`src/rtl/rths_pkg.sv`:
```
// rths_pkg: shared types and constants for the rgb to hue/saturation block
// no dependencies; used by every module under rtl
package rths_pkg;

	// quotient bits resolved by the divider chain, one per cell (hue <= 60, sat <= 100)
	localparam int QUO_BITS = 7;
	localparam int HUE_BITS = 9;
	localparam int SAT_BITS = 7;
	// hue arithmetic before the wrap runs up to 420
	localparam int HUE_CALC_BITS = 10;

	localparam logic [HUE_CALC_BITS-1:0] HUE_BASE_RED   = 10'd360;
	localparam logic [HUE_CALC_BITS-1:0] HUE_BASE_GREEN = 10'd120;
	localparam logic [HUE_CALC_BITS-1:0] HUE_BASE_BLUE  = 10'd240;
	localparam logic [HUE_CALC_BITS-1:0] HUE_FULL_TURN  = 10'd360;

	typedef enum logic [1:0] {
		SEC_RED   = 2'd0,
		SEC_GREEN = 2'd1,
		SEC_BLUE  = 2'd2
	} sector_t;

	// control that rides along the chain with each beat
	typedef struct packed {
		logic    hue_ok;
		logic    sat_ok;
		logic    neg;
		sector_t sector;
	} ctl_t;

	typedef struct packed {
		logic                hue_valid;
		logic [HUE_BITS-1:0] hue_degrees;
		logic                sat_valid;
		logic [SAT_BITS-1:0] sat_percent;
	} res_t;

endpackage

```
`src/rtl/rgb_to_hue_saturation_top.sv`:
```
// rgb_to_hue_saturation_top: top level, prep stage, divider cell chain,
// finish stage and output skid; depends on rths_pkg and all rths_* modules

// Converts one RGB color per beat into hue (0 to 359 degrees, floored) and
// saturation (0 to 100 percent, floored) with validity flags. A new color is
// taken every clock while pix_stall is low; the result is registered through
// two prep stages, one divider cell per quotient bit (7 cells, both divisions
// side by side), one finish stage and the output register.
// The divider chain sets that rate: its cells each resolve one quotient bit
// and hand their partial remainders on every clock that the chain advances.
// Output stall is absorbed by a one-beat skid, so pix_stall is registered.
module rgb_to_hue_saturation_top #(
	parameter int CHANNEL_BITS = 8
) (
	input  logic                    clk,
	input  logic                    arst_n,
	input  logic                    pix_valid,
	output logic                    pix_stall,
	input  logic [CHANNEL_BITS-1:0] red,
	input  logic [CHANNEL_BITS-1:0] green,
	input  logic [CHANNEL_BITS-1:0] blue,
	output logic                    res_valid,
	input  logic                    res_stall,
	output logic                    hue_valid,
	output logic [rths_pkg::HUE_BITS-1:0] hue_degrees,
	output logic                    sat_valid,
	output logic [rths_pkg::SAT_BITS-1:0] sat_percent
);

	localparam int DW = CHANNEL_BITS + rths_pkg::QUO_BITS;
	localparam int QB = rths_pkg::QUO_BITS;

	logic adv;

	logic                    vld_c     [0:QB];
	rths_pkg::ctl_t          ctl_c     [0:QB];
	logic [DW-1:0]           hue_rem_c [0:QB];
	logic [QB-1:0]           hue_quo_c [0:QB];
	logic [CHANNEL_BITS-1:0] hue_div_c [0:QB];
	logic [DW-1:0]           sat_rem_c [0:QB];
	logic [QB-1:0]           sat_quo_c [0:QB];
	logic [CHANNEL_BITS-1:0] sat_div_c [0:QB];

	logic           fin_vld;
	rths_pkg::res_t fin_res;

	logic           out_vld_q, skid_vld_q;
	rths_pkg::res_t out_res_q, skid_res_q;

	// the whole chain moves while the skid is empty
	assign adv       = !skid_vld_q;
	assign pix_stall = skid_vld_q;

	rths_prep #(
		.CHANNEL_BITS(CHANNEL_BITS)
	) u_prep (
		.clk     (clk),
		.arst_n  (arst_n),
		.adv     (adv),
		.in_vld  (pix_valid),
		.red     (red),
		.green   (green),
		.blue    (blue),
		.out_vld (vld_c[0]),
		.out_ctl (ctl_c[0]),
		.hue_num (hue_rem_c[0]),
		.hue_div (hue_div_c[0]),
		.sat_num (sat_rem_c[0]),
		.sat_div (sat_div_c[0])
	);

	assign hue_quo_c[0] = '0;
	assign sat_quo_c[0] = '0;

	// cell k resolves quotient bit QB-1-k, msb first
	for (genvar k = 0; k < QB; k++) begin : g_cell
		rths_div_cell #(
			.CHANNEL_BITS(CHANNEL_BITS),
			.BIT_POS     (QB - 1 - k)
		) u_cell (
			.clk         (clk),
			.arst_n      (arst_n),
			.adv         (adv),
			.in_vld      (vld_c[k]),
			.in_ctl      (ctl_c[k]),
			.in_hue_rem  (hue_rem_c[k]),
			.in_hue_quo  (hue_quo_c[k]),
			.in_hue_div  (hue_div_c[k]),
			.in_sat_rem  (sat_rem_c[k]),
			.in_sat_quo  (sat_quo_c[k]),
			.in_sat_div  (sat_div_c[k]),
			.out_vld     (vld_c[k+1]),
			.out_ctl     (ctl_c[k+1]),
			.out_hue_rem (hue_rem_c[k+1]),
			.out_hue_quo (hue_quo_c[k+1]),
			.out_hue_div (hue_div_c[k+1]),
			.out_sat_rem (sat_rem_c[k+1]),
			.out_sat_quo (sat_quo_c[k+1]),
			.out_sat_div (sat_div_c[k+1])
		);
	end

	rths_finish #(
		.CHANNEL_BITS(CHANNEL_BITS)
	) u_finish (
		.clk        (clk),
		.arst_n     (arst_n),
		.adv        (adv),
		.in_vld     (vld_c[QB]),
		.in_ctl     (ctl_c[QB]),
		.in_hue_rem (hue_rem_c[QB]),
		.in_hue_quo (hue_quo_c[QB]),
		.in_sat_quo (sat_quo_c[QB]),
		.out_vld    (fin_vld),
		.out_res    (fin_res)
	);

	// output register with a one-beat skid behind it
	always_ff @(posedge clk or negedge arst_n) begin
		if (!arst_n) begin
			out_vld_q  <= 1'b0;
			skid_vld_q <= 1'b0;
		end else if (!out_vld_q || !res_stall) begin
			out_vld_q  <= skid_vld_q ? 1'b1 : fin_vld;
			skid_vld_q <= 1'b0;
		end else if (fin_vld && adv) begin
			skid_vld_q <= 1'b1;
		end
	end

	always_ff @(posedge clk) begin
		if (!out_vld_q || !res_stall) begin
			out_res_q <= skid_vld_q ? skid_res_q : fin_res;
		end else if (fin_vld && adv) begin
			skid_res_q <= fin_res;
		end
	end

	assign res_valid   = out_vld_q;
	assign hue_valid   = out_res_q.hue_valid;
	assign hue_degrees = out_res_q.hue_degrees;
	assign sat_valid   = out_res_q.sat_valid;
	assign sat_percent = out_res_q.sat_percent;

endmodule

```
`src/rtl/rths_prep.sv`:
```
// rths_prep: front of the chain, max/min/sector pick then constant scaling
// of the two dividends; depends on rths_pkg
module rths_prep #(
	parameter int CHANNEL_BITS = 8
) (
	input  logic                    clk,
	input  logic                    arst_n,
	input  logic                    adv,
	input  logic                    in_vld,
	input  logic [CHANNEL_BITS-1:0] red,
	input  logic [CHANNEL_BITS-1:0] green,
	input  logic [CHANNEL_BITS-1:0] blue,
	output logic                    out_vld,
	output rths_pkg::ctl_t          out_ctl,
	output logic [CHANNEL_BITS+rths_pkg::QUO_BITS-1:0] hue_num,
	output logic [CHANNEL_BITS-1:0] hue_div,
	output logic [CHANNEL_BITS+rths_pkg::QUO_BITS-1:0] sat_num,
	output logic [CHANNEL_BITS-1:0] sat_div
);

	localparam int DW = CHANNEL_BITS + rths_pkg::QUO_BITS;

	logic [CHANNEL_BITS-1:0] mx, mn, p, q;
	rths_pkg::ctl_t          ctl;

	logic                    vld_s1, vld_s2;
	rths_pkg::ctl_t          ctl_s1, ctl_s2;
	logic [CHANNEL_BITS-1:0] num_s1, delta_s1, mx_s1;
	logic [CHANNEL_BITS-1:0] delta_s2, mx_s2;
	logic [DW-1:0]           hue_num_s2, sat_num_s2;

	// ties go to red, then green
	always_comb begin
		if (red >= green && red >= blue) begin
			ctl.sector = rths_pkg::SEC_RED;
			mx = red;
			p  = green;
			q  = blue;
		end else if (green >= blue) begin
			ctl.sector = rths_pkg::SEC_GREEN;
			mx = green;
			p  = blue;
			q  = red;
		end else begin
			ctl.sector = rths_pkg::SEC_BLUE;
			mx = blue;
			p  = red;
			q  = green;
		end
		mn = red;
		if (green < mn) begin
			mn = green;
		end
		if (blue < mn) begin
			mn = blue;
		end
		ctl.neg    = (p < q);
		ctl.hue_ok = (mx != mn);
		ctl.sat_ok = (mx != '0);
	end

	always_ff @(posedge clk or negedge arst_n) begin
		if (!arst_n) begin
			vld_s1 <= 1'b0;
			vld_s2 <= 1'b0;
		end else if (adv) begin
			vld_s1 <= in_vld;
			vld_s2 <= vld_s1;
		end
	end

	always_ff @(posedge clk) begin
		if (adv) begin
			ctl_s1   <= ctl;
			num_s1   <= ctl.neg ? (q - p) : (p - q);
			delta_s1 <= mx - mn;
			mx_s1    <= mx;

			ctl_s2     <= ctl_s1;
			delta_s2   <= delta_s1;
			mx_s2      <= mx_s1;
			// 60*n = 64n - 4n, 100*d = 64d + 32d + 4d
			hue_num_s2 <= (DW'(num_s1) << 6) - (DW'(num_s1) << 2);
			sat_num_s2 <= (DW'(delta_s1) << 6) + (DW'(delta_s1) << 5)
				+ (DW'(delta_s1) << 2);
		end
	end

	assign out_vld = vld_s2;
	assign out_ctl = ctl_s2;
	assign hue_num = hue_num_s2;
	assign hue_div = delta_s2;
	assign sat_num = sat_num_s2;
	assign sat_div = mx_s2;

endmodule

```
`src/rtl/rths_div_cell.sv`:
```
// rths_div_cell: one restoring-division step for hue and saturation,
// resolves quotient bit BIT_POS of each; depends on rths_pkg
module rths_div_cell #(
	parameter int CHANNEL_BITS = 8,
	parameter int BIT_POS      = 0
) (
	input  logic                    clk,
	input  logic                    arst_n,
	input  logic                    adv,
	input  logic                    in_vld,
	input  rths_pkg::ctl_t          in_ctl,
	input  logic [CHANNEL_BITS+rths_pkg::QUO_BITS-1:0] in_hue_rem,
	input  logic [rths_pkg::QUO_BITS-1:0]              in_hue_quo,
	input  logic [CHANNEL_BITS-1:0] in_hue_div,
	input  logic [CHANNEL_BITS+rths_pkg::QUO_BITS-1:0] in_sat_rem,
	input  logic [rths_pkg::QUO_BITS-1:0]              in_sat_quo,
	input  logic [CHANNEL_BITS-1:0] in_sat_div,
	output logic                    out_vld,
	output rths_pkg::ctl_t          out_ctl,
	output logic [CHANNEL_BITS+rths_pkg::QUO_BITS-1:0] out_hue_rem,
	output logic [rths_pkg::QUO_BITS-1:0]              out_hue_quo,
	output logic [CHANNEL_BITS-1:0] out_hue_div,
	output logic [CHANNEL_BITS+rths_pkg::QUO_BITS-1:0] out_sat_rem,
	output logic [rths_pkg::QUO_BITS-1:0]              out_sat_quo,
	output logic [CHANNEL_BITS-1:0] out_sat_div
);

	localparam int DW = CHANNEL_BITS + rths_pkg::QUO_BITS;

	logic [DW-1:0] hue_shift, sat_shift;
	logic          hue_take, sat_take;
	logic [rths_pkg::QUO_BITS-1:0] hue_quo_nxt, sat_quo_nxt;

	logic                          vld_s1;
	rths_pkg::ctl_t                ctl_s1;
	logic [DW-1:0]                 hue_rem_s1, sat_rem_s1;
	logic [rths_pkg::QUO_BITS-1:0] hue_quo_s1, sat_quo_s1;
	logic [CHANNEL_BITS-1:0]       hue_div_s1, sat_div_s1;

	assign hue_shift = DW'(in_hue_div) << BIT_POS;
	assign sat_shift = DW'(in_sat_div) << BIT_POS;
	assign hue_take  = (in_hue_rem >= hue_shift);
	assign sat_take  = (in_sat_rem >= sat_shift);

	always_comb begin
		hue_quo_nxt          = in_hue_quo;
		hue_quo_nxt[BIT_POS] = hue_take;
		sat_quo_nxt          = in_sat_quo;
		sat_quo_nxt[BIT_POS] = sat_take;
	end

	always_ff @(posedge clk or negedge arst_n) begin
		if (!arst_n) begin
			vld_s1 <= 1'b0;
		end else if (adv) begin
			vld_s1 <= in_vld;
		end
	end

	always_ff @(posedge clk) begin
		if (adv) begin
			ctl_s1     <= in_ctl;
			hue_div_s1 <= in_hue_div;
			sat_div_s1 <= in_sat_div;
			hue_rem_s1 <= hue_take ? (in_hue_rem - hue_shift) : in_hue_rem;
			sat_rem_s1 <= sat_take ? (in_sat_rem - sat_shift) : in_sat_rem;
			hue_quo_s1 <= hue_quo_nxt;
			sat_quo_s1 <= sat_quo_nxt;
		end
	end

	assign out_vld     = vld_s1;
	assign out_ctl     = ctl_s1;
	assign out_hue_rem = hue_rem_s1;
	assign out_hue_quo = hue_quo_s1;
	assign out_hue_div = hue_div_s1;
	assign out_sat_rem = sat_rem_s1;
	assign out_sat_quo = sat_quo_s1;
	assign out_sat_div = sat_div_s1;

endmodule

```
`src/rtl/rths_finish.sv`:
```
// rths_finish: turns the chain's quotients into hue degrees and saturation,
// applies the sector offset, ceiling, wrap and validity; depends on rths_pkg
module rths_finish #(
	parameter int CHANNEL_BITS = 8
) (
	input  logic                    clk,
	input  logic                    arst_n,
	input  logic                    adv,
	input  logic                    in_vld,
	input  rths_pkg::ctl_t          in_ctl,
	input  logic [CHANNEL_BITS+rths_pkg::QUO_BITS-1:0] in_hue_rem,
	input  logic [rths_pkg::QUO_BITS-1:0]              in_hue_quo,
	input  logic [rths_pkg::QUO_BITS-1:0]              in_sat_quo,
	output logic                    out_vld,
	output rths_pkg::res_t          out_res
);

	localparam int HCB = rths_pkg::HUE_CALC_BITS;

	logic [HCB-1:0]   base, raw, wrapped;
	rths_pkg::res_t   res;

	logic             vld_s1;
	rths_pkg::res_t   res_s1;

	always_comb begin
		case (in_ctl.sector)
			rths_pkg::SEC_RED:   base = rths_pkg::HUE_BASE_RED;
			rths_pkg::SEC_GREEN: base = rths_pkg::HUE_BASE_GREEN;
			rths_pkg::SEC_BLUE:  base = rths_pkg::HUE_BASE_BLUE;
			default:             base = rths_pkg::HUE_BASE_RED;
		endcase
	end

	// negative offset takes the ceiling: one more when the division left a remainder
	assign raw = in_ctl.neg
		? (base - HCB'(in_hue_quo) - HCB'(in_hue_rem != '0))
		: (base + HCB'(in_hue_quo));
	assign wrapped = (raw >= rths_pkg::HUE_FULL_TURN) ? (raw - rths_pkg::HUE_FULL_TURN) : raw;

	always_comb begin
		res.hue_valid   = in_ctl.hue_ok && in_ctl.sat_ok;
		res.hue_degrees = res.hue_valid ? wrapped[rths_pkg::HUE_BITS-1:0] : '0;
		res.sat_valid   = in_ctl.sat_ok;
		res.sat_percent = in_ctl.sat_ok ? in_sat_quo : '0;
	end

	always_ff @(posedge clk or negedge arst_n) begin
		if (!arst_n) begin
			vld_s1 <= 1'b0;
		end else if (adv) begin
			vld_s1 <= in_vld;
		end
	end

	always_ff @(posedge clk) begin
		if (adv) begin
			res_s1 <= res;
		end
	end

	assign out_vld = vld_s1;
	assign out_res = res_s1;

endmodule
```
`config.mk`:
```
export PLATFORM = sky130hd
export DESIGN_NAME = rgb_to_hue_saturation_top
export DESIGN_NICKNAME = d
export VERILOG_FILES = /design/src/rtl/rths_pkg.sv /design/src/rtl/rgb_to_hue_saturation_top.sv /design/src/rtl/rths_prep.sv /design/src/rtl/rths_div_cell.sv /design/src/rtl/rths_finish.sv
export SDC_FILE = /design/constraint.sdc
export NUM_CORES = 1
export LEC_CHECK = 0
export ABC_AREA = 1
export ABC_CLOCK_PERIOD_IN_PS = 5200
export BUFFER_PORTS_ARGS = -buffer_cell sky130_fd_sc_hd__buf_2
export CAP_MARGIN = 15
export CORE_ASPECT_RATIO = 0.9
export CORE_MARGIN = 4
export CORE_UTILIZATION = 30
export DETAILED_ROUTE_END_ITERATION = 16
export SLEW_MARGIN = 20
export SYNTH_ARGS = -nofsm -noshare
export SYNTH_HDL_FRONTEND = slang
export SYNTH_HIERARCHICAL = 1
export SYNTH_SLANG_ARGS = --single-unit
```
`constraint.sdc`:
```
create_clock -name clk -period 5.2 [get_ports clk]
set_clock_uncertainty 0.2 [all_clocks]
set_input_delay 0.52 -clock clk [delete_from_list [all_inputs] [get_ports clk]]
set_output_delay 0.52 -clock clk [all_outputs]
set_load 0.01 [all_outputs]
```
Word-level counts from Yosys, hierarchy flattened
Index checks and enable logic that the tools add are counted.

Add/subtract/negate cells: 23. Magnitude comparators: 21. Eq/ne operators: 3. Muxes and demuxes: 30. Bitwise operators: 1. Reductions and logical operators: 11.

Operators by type and width (count): $mux W15 (13); $mux W8 (9); $ge A15 B10 Y1 (2); $ge A15 B11 Y1 (2); $ge A15 B12 Y1 (2); $ge A15 B13 Y1 (2); $ge A15 B14 Y1 (2); $ge A15 B8 Y1 (2); $ge A15 B9 Y1 (2); $sub A15 B10 Y15 (2); $sub A15 B11 Y15 (2); $sub A15 B12 Y15 (2); $sub A15 B13 Y15 (2); $sub A15 B14 Y15 (2); $sub A15 B9 Y15 (2); $ge A8 B8 Y1 (3); $lt A8 B8 Y1 (3); $sub A8 B8 Y8 (3); $mux W18 (1); $pmux W9 S2 (1); $add A14 B13 Y15 (1); $add A15 B10 Y15 (1); $reduce_bool A15 Y1 (1); $sub A14 B10 Y15 (1); other kinds (20) (26).

Flip-flop bits (word level): 528. Bits of input ports: 28. Logic and storage cells: 195.

Longest topological paths before layout
Depth in word-level cells: 7. Gate-level depth with buffers: 37. Gate-level depth less buffers: 36.

Modules after synthesis
Netlist, hierarchy kept.

Modules (own cells, without submodules): rths_prep (times used 1, cells an instance 561, area an instance 5446.5 um2, seq. area each 2242.2 um2); rths_div_cell (g_cell[4].u_cell) (times used 1, cells an instance 436, area an instance 3834.9 um2, seq. area each 1976.9 um2); rths_div_cell (g_cell[6].u_cell) (times used 1, cells an instance 445, area an instance 3792.4 um2, seq. area each 1976.9 um2); rths_div_cell (g_cell[5].u_cell) (times used 1, cells an instance 436, area an instance 3784.9 um2, seq. area each 1976.9 um2); rths_div_cell (g_cell[2].u_cell) (times used 1, cells an instance 380, area an instance 3582.2 um2, seq. area each 1976.9 um2); rths_div_cell (g_cell[3].u_cell) (times used 1, cells an instance 341, area an instance 3513.4 um2, seq. area each 1976.9 um2); rths_div_cell (g_cell[1].u_cell) (times used 1, cells an instance 343, area an instance 3348.2 um2, seq. area each 1976.9 um2); rths_div_cell (g_cell[0].u_cell) (times used 1, cells an instance 327, area an instance 3308.2 um2, seq. area each 1976.9 um2); rths_finish (times used 1, cells an instance 186, area an instance 1530.2 um2, seq. area each 565.5 um2); rgb_to_hue_saturation_top (times used 1, cells an instance 104, area an instance 1412.6 um2, seq. area each 1131.1 um2).

Least setup slack after synthesis
Ideal clock, no wire load.

Kind: flip-flop to flip-flop. From: reg skid_vld_q (netlist: pix_stall). To: reg u_prep.vld_s1. Setup time: 0.331 ns. Arrival time: 4.546 ns. Path slack: 0.122 ns. Stages on the path, launching flop included: 4. Path through: dfrtp_1 -> inv_1 -> buf_4 -> o21ai_0.

RTL lines: start: declaration (line rgb_to_hue_saturation_top.sv:47) `logic out_vld_q, skid_vld_q;`; start signal: assignment (line rgb_to_hue_saturation_top.sv:122) `skid_vld_q <= 1'b0;`; start signal: assignment (line rgb_to_hue_saturation_top.sv:125) `skid_vld_q <= 1'b0;`; start signal: assignment (line rgb_to_hue_saturation_top.sv:127) `skid_vld_q <= 1'b1;`; end signal: assignment (line rths_prep.sv:67) `vld_s1 <= in_vld;`; end: declaration (line rths_prep.sv:26) `logic vld_s1, vld_s2;`.

No word-level cell between the ends.

Final worst setup path
From: in red[7]. To: reg u_prep.delta_s1[7], data pin.

Longest elaborated chain between the ends: 5. Elaborated cells between the ends (all ways): 9.

RTL lines: start: declaration (line rgb_to_hue_saturation_top.sv:19) `input logic [CHANNEL_BITS-1:0] red,`; $lt A8 B8 Y1 (line rths_prep.sv:51) `if (green < mn) begin`; $mux W8 (line rths_prep.sv:51); $lt A8 B8 Y1 (line rths_prep.sv:54) `if (blue < mn) begin`; $mux W8 (line rths_prep.sv:54); $sub A8 B8 Y8 (*) (line rths_prep.sv:76) `delta_s1 <= mx - mn;`; end signal: assignment (line rths_prep.sv:76); end: declaration (line rths_prep.sv:28) `logic [CHANNEL_BITS-1:0] num_s1, delta_s1, mx_s1;`.

Every way passes the cells marked *; elsewhere a longest branch is shown, timed or not. A chain may end at the register's enable or synchronous reset.

==> results.md <==
- Maxcap violations: 0
- Total track usage: 0.107
- Post-cts sizing count: 0
- Ant. Diodes: 0
- Crit-path max cell delay: about 0.35 ns
- Area Overhead vs Synth: 11.5%
- GRT Residual Overflow: 0
- Mean area per synthesized cell: 9.17 um^2
- Vias after detailed routing: approximately 21000
- Postcts setup bufs: 0
- Starting Density: 0.303
- Post-Route WL: a little under 60000 um
- Clock sink total: roughly 520
- GR Layer Usage met1: 0.148
- Iter 0 DRT Violations: about 1100
- CTS tree: yes
- Number of port buffers: 47
- Vias per cell: 4.34
- Hold Path Class: in -> async
- Slew margin rel.: 0.423
- Worst hold slack: about 0.1 ns
- Crit path kind: in -> reg
- Most used cell, CP: inv_1
- Final hold vios: 0
- 1st-pass router iterations: 5
- Vias in the first global route: between 20000 and 25000
- Setup TNS: 0 ns
- Pins Over Slew Limit: 0
- Hold-fix buffers, CTS: 2
- Status: complete, no violations
- Largest net degree at the start of global routing: between 100 and 150
- Startpoint class of the critical path: input port
- # setup viols final: 0
- Die area: roughly 110000 um^2
- Period utilization: 0.847
- Placement Rows: between 100 and 150
- Die Y: between 300 and 400 um
- CP max-delay cell: ha_1
- Met3 Resource Use GR: 0.0164
- Max Clk Rate: ~0.23 GHz
- I/O pin cnt: 48
- Worst-Margin Slew: around 0.87 ns
- Met2 GRT Util: 0.174
- Fin nets: ~3700
- RSZ-0062 raised after global routing: no
- Core area: 102000 um^2
- Final ANT Viol Nets: 0
- WP data required: around 5.4 ns
- Skew-Pair Late Insertion Delay: 0.61 ns
- H-tree levels: 2
- Critical-path maximum fanout: 16
- Post-route insts no fill: ~4800
- Share of layout cells above drive strength 1: 0.115
- Drt wl/cell: approximately 12 um
- Critical path arrival: approximately 4.6 ns
- First-pass GRT wire length: 98300 um
- Initial antenna violation count: 0
- Clk pin slew, worst setup/hold paths: around 0.060 ns
- CTS root buffer: clkbuf_16
- Final min period: between 4 and 5 ns
- Die X: 346 um
- Post-DP HPWL: between 40000 and 50000 um
- Global route hottest layer: met2
- CTS Buf Count: 53
- Warnings, synthesis: 6
- Netlist Area Pre-Place: 30800 um^2
- Inst Count DP: 4743
- Finished Core Util: 0.337
- DRC: 0
- Syn Inst Count: ~3400
- Final GP Congestion: around 0.86
- Bufs on Longest Clock Path: 3
- CP endpoint kind: register
-- state kept, by name, indices dropped and copies added (netlist names), 10 cells and up --
signal                     flops
g_cell.u_cell/out_hue_quo     28
g_cell.u_cell/out_hue_rem    105
u_finish/out_res              18
g_cell.u_cell/out_ctl         35
skid_res_q                    18
g_cell.u_cell/out_sat_div     48
g_cell.u_cell/out_sat_rem     90
g_cell.u_cell/out_sat_quo     28
u_prep/hue_num                13
g_cell.u_cell/out_hue_div     48
u_prep/sat_num                10
-- cell usage in the layout (no fill, tap or decap), types with 10 or more instances in the layout --
cell type,count
edfxtp_1,509
a21oi_2,14
nand3_2,23
buf_2,47
nand3_1,201
dfrtp_1,12
o21ai_2,15
clkbuf_16,53
nor3_1,12
o21ai_1,13
nand4_1,41
clkinv_2,12
o21ai_0,38
nor2_1,193
nand2_1,1039
nand2_4,13
xor2_1,56
nor2_4,12
buf_4,10
fa_1,22
a21oi_1,92
inv_2,45
inv_1,562
ha_1,200
o221ai_2,10
xnor2_1,28
nand2_2,60
nor2_2,24
-- critical path: cells and delay by family --
| kind | cells | cell delay, ns |
|---|---|---|
| compound gates | 7 | 1.30 |
| fa+ha+maj | 3 | 0.96 |
| buf+inv | 7 | 0.52 |
| simple gates | 13 | 1.27 |
-- worst paths after layout --
| check | endpoint | cells past startpoint | slack (ns) | startpoint |
|---|---|---|---|---|
| max | u_prep/delta_s1[7] | 30 | 0.80 | red[7] |
| max in group asynchronous | g_cell[2].u_cell/out_vld | 2 | 4.49 | arst_n |
| min in group clk | u_prep/mx_s1[3] | 3 | 0.20 | green[3] |
| max reg2reg | u_finish/out_res[15] | 15 | 1.99 | g_cell[6].u_cell/out_ctl[0] |
| min | pix_stall | 2 | 0.10 | arst_n |
| min reg2reg | g_cell[4].u_cell/out_hue_quo[4] | 0 | 0.20 | g_cell[3].u_cell/out_hue_quo[4] |
-- routing by layer --
layer | part of all wire | up-vias | wire [um]
met1 | 0.49 | 9565 | 28800
met3 | 0.036 | 74 | 2100
met5 | 0 | - | 0
li1 | - | 11100 | -
met2 | 0.45 | 306 | 26300
met4 | 0.020 | 0 | 1190
-- through the flow --
step	setup slack, ns	area (um^2)
final	0.796	34300
after global routing	0.357	34300
after CTS	0.897	34300
after detailed placement	0.254	32600
after global placement	0.187	32600
after floorplan	0.582	30800
-- final cells by class --
cell class,instances,area [um^2]
fill,10300,67500
sequential,521,15600
multi-input combinational,2196,12600
inverter,611,2310
tap,1356,1700
clock buffer,59,1350
clock inverter,39,409
timing repair buffer,61,370
Power is left out: the tool's default activity adds up to more than one toggle a clock period on the data nets, which glitch-free logic cannot reach.
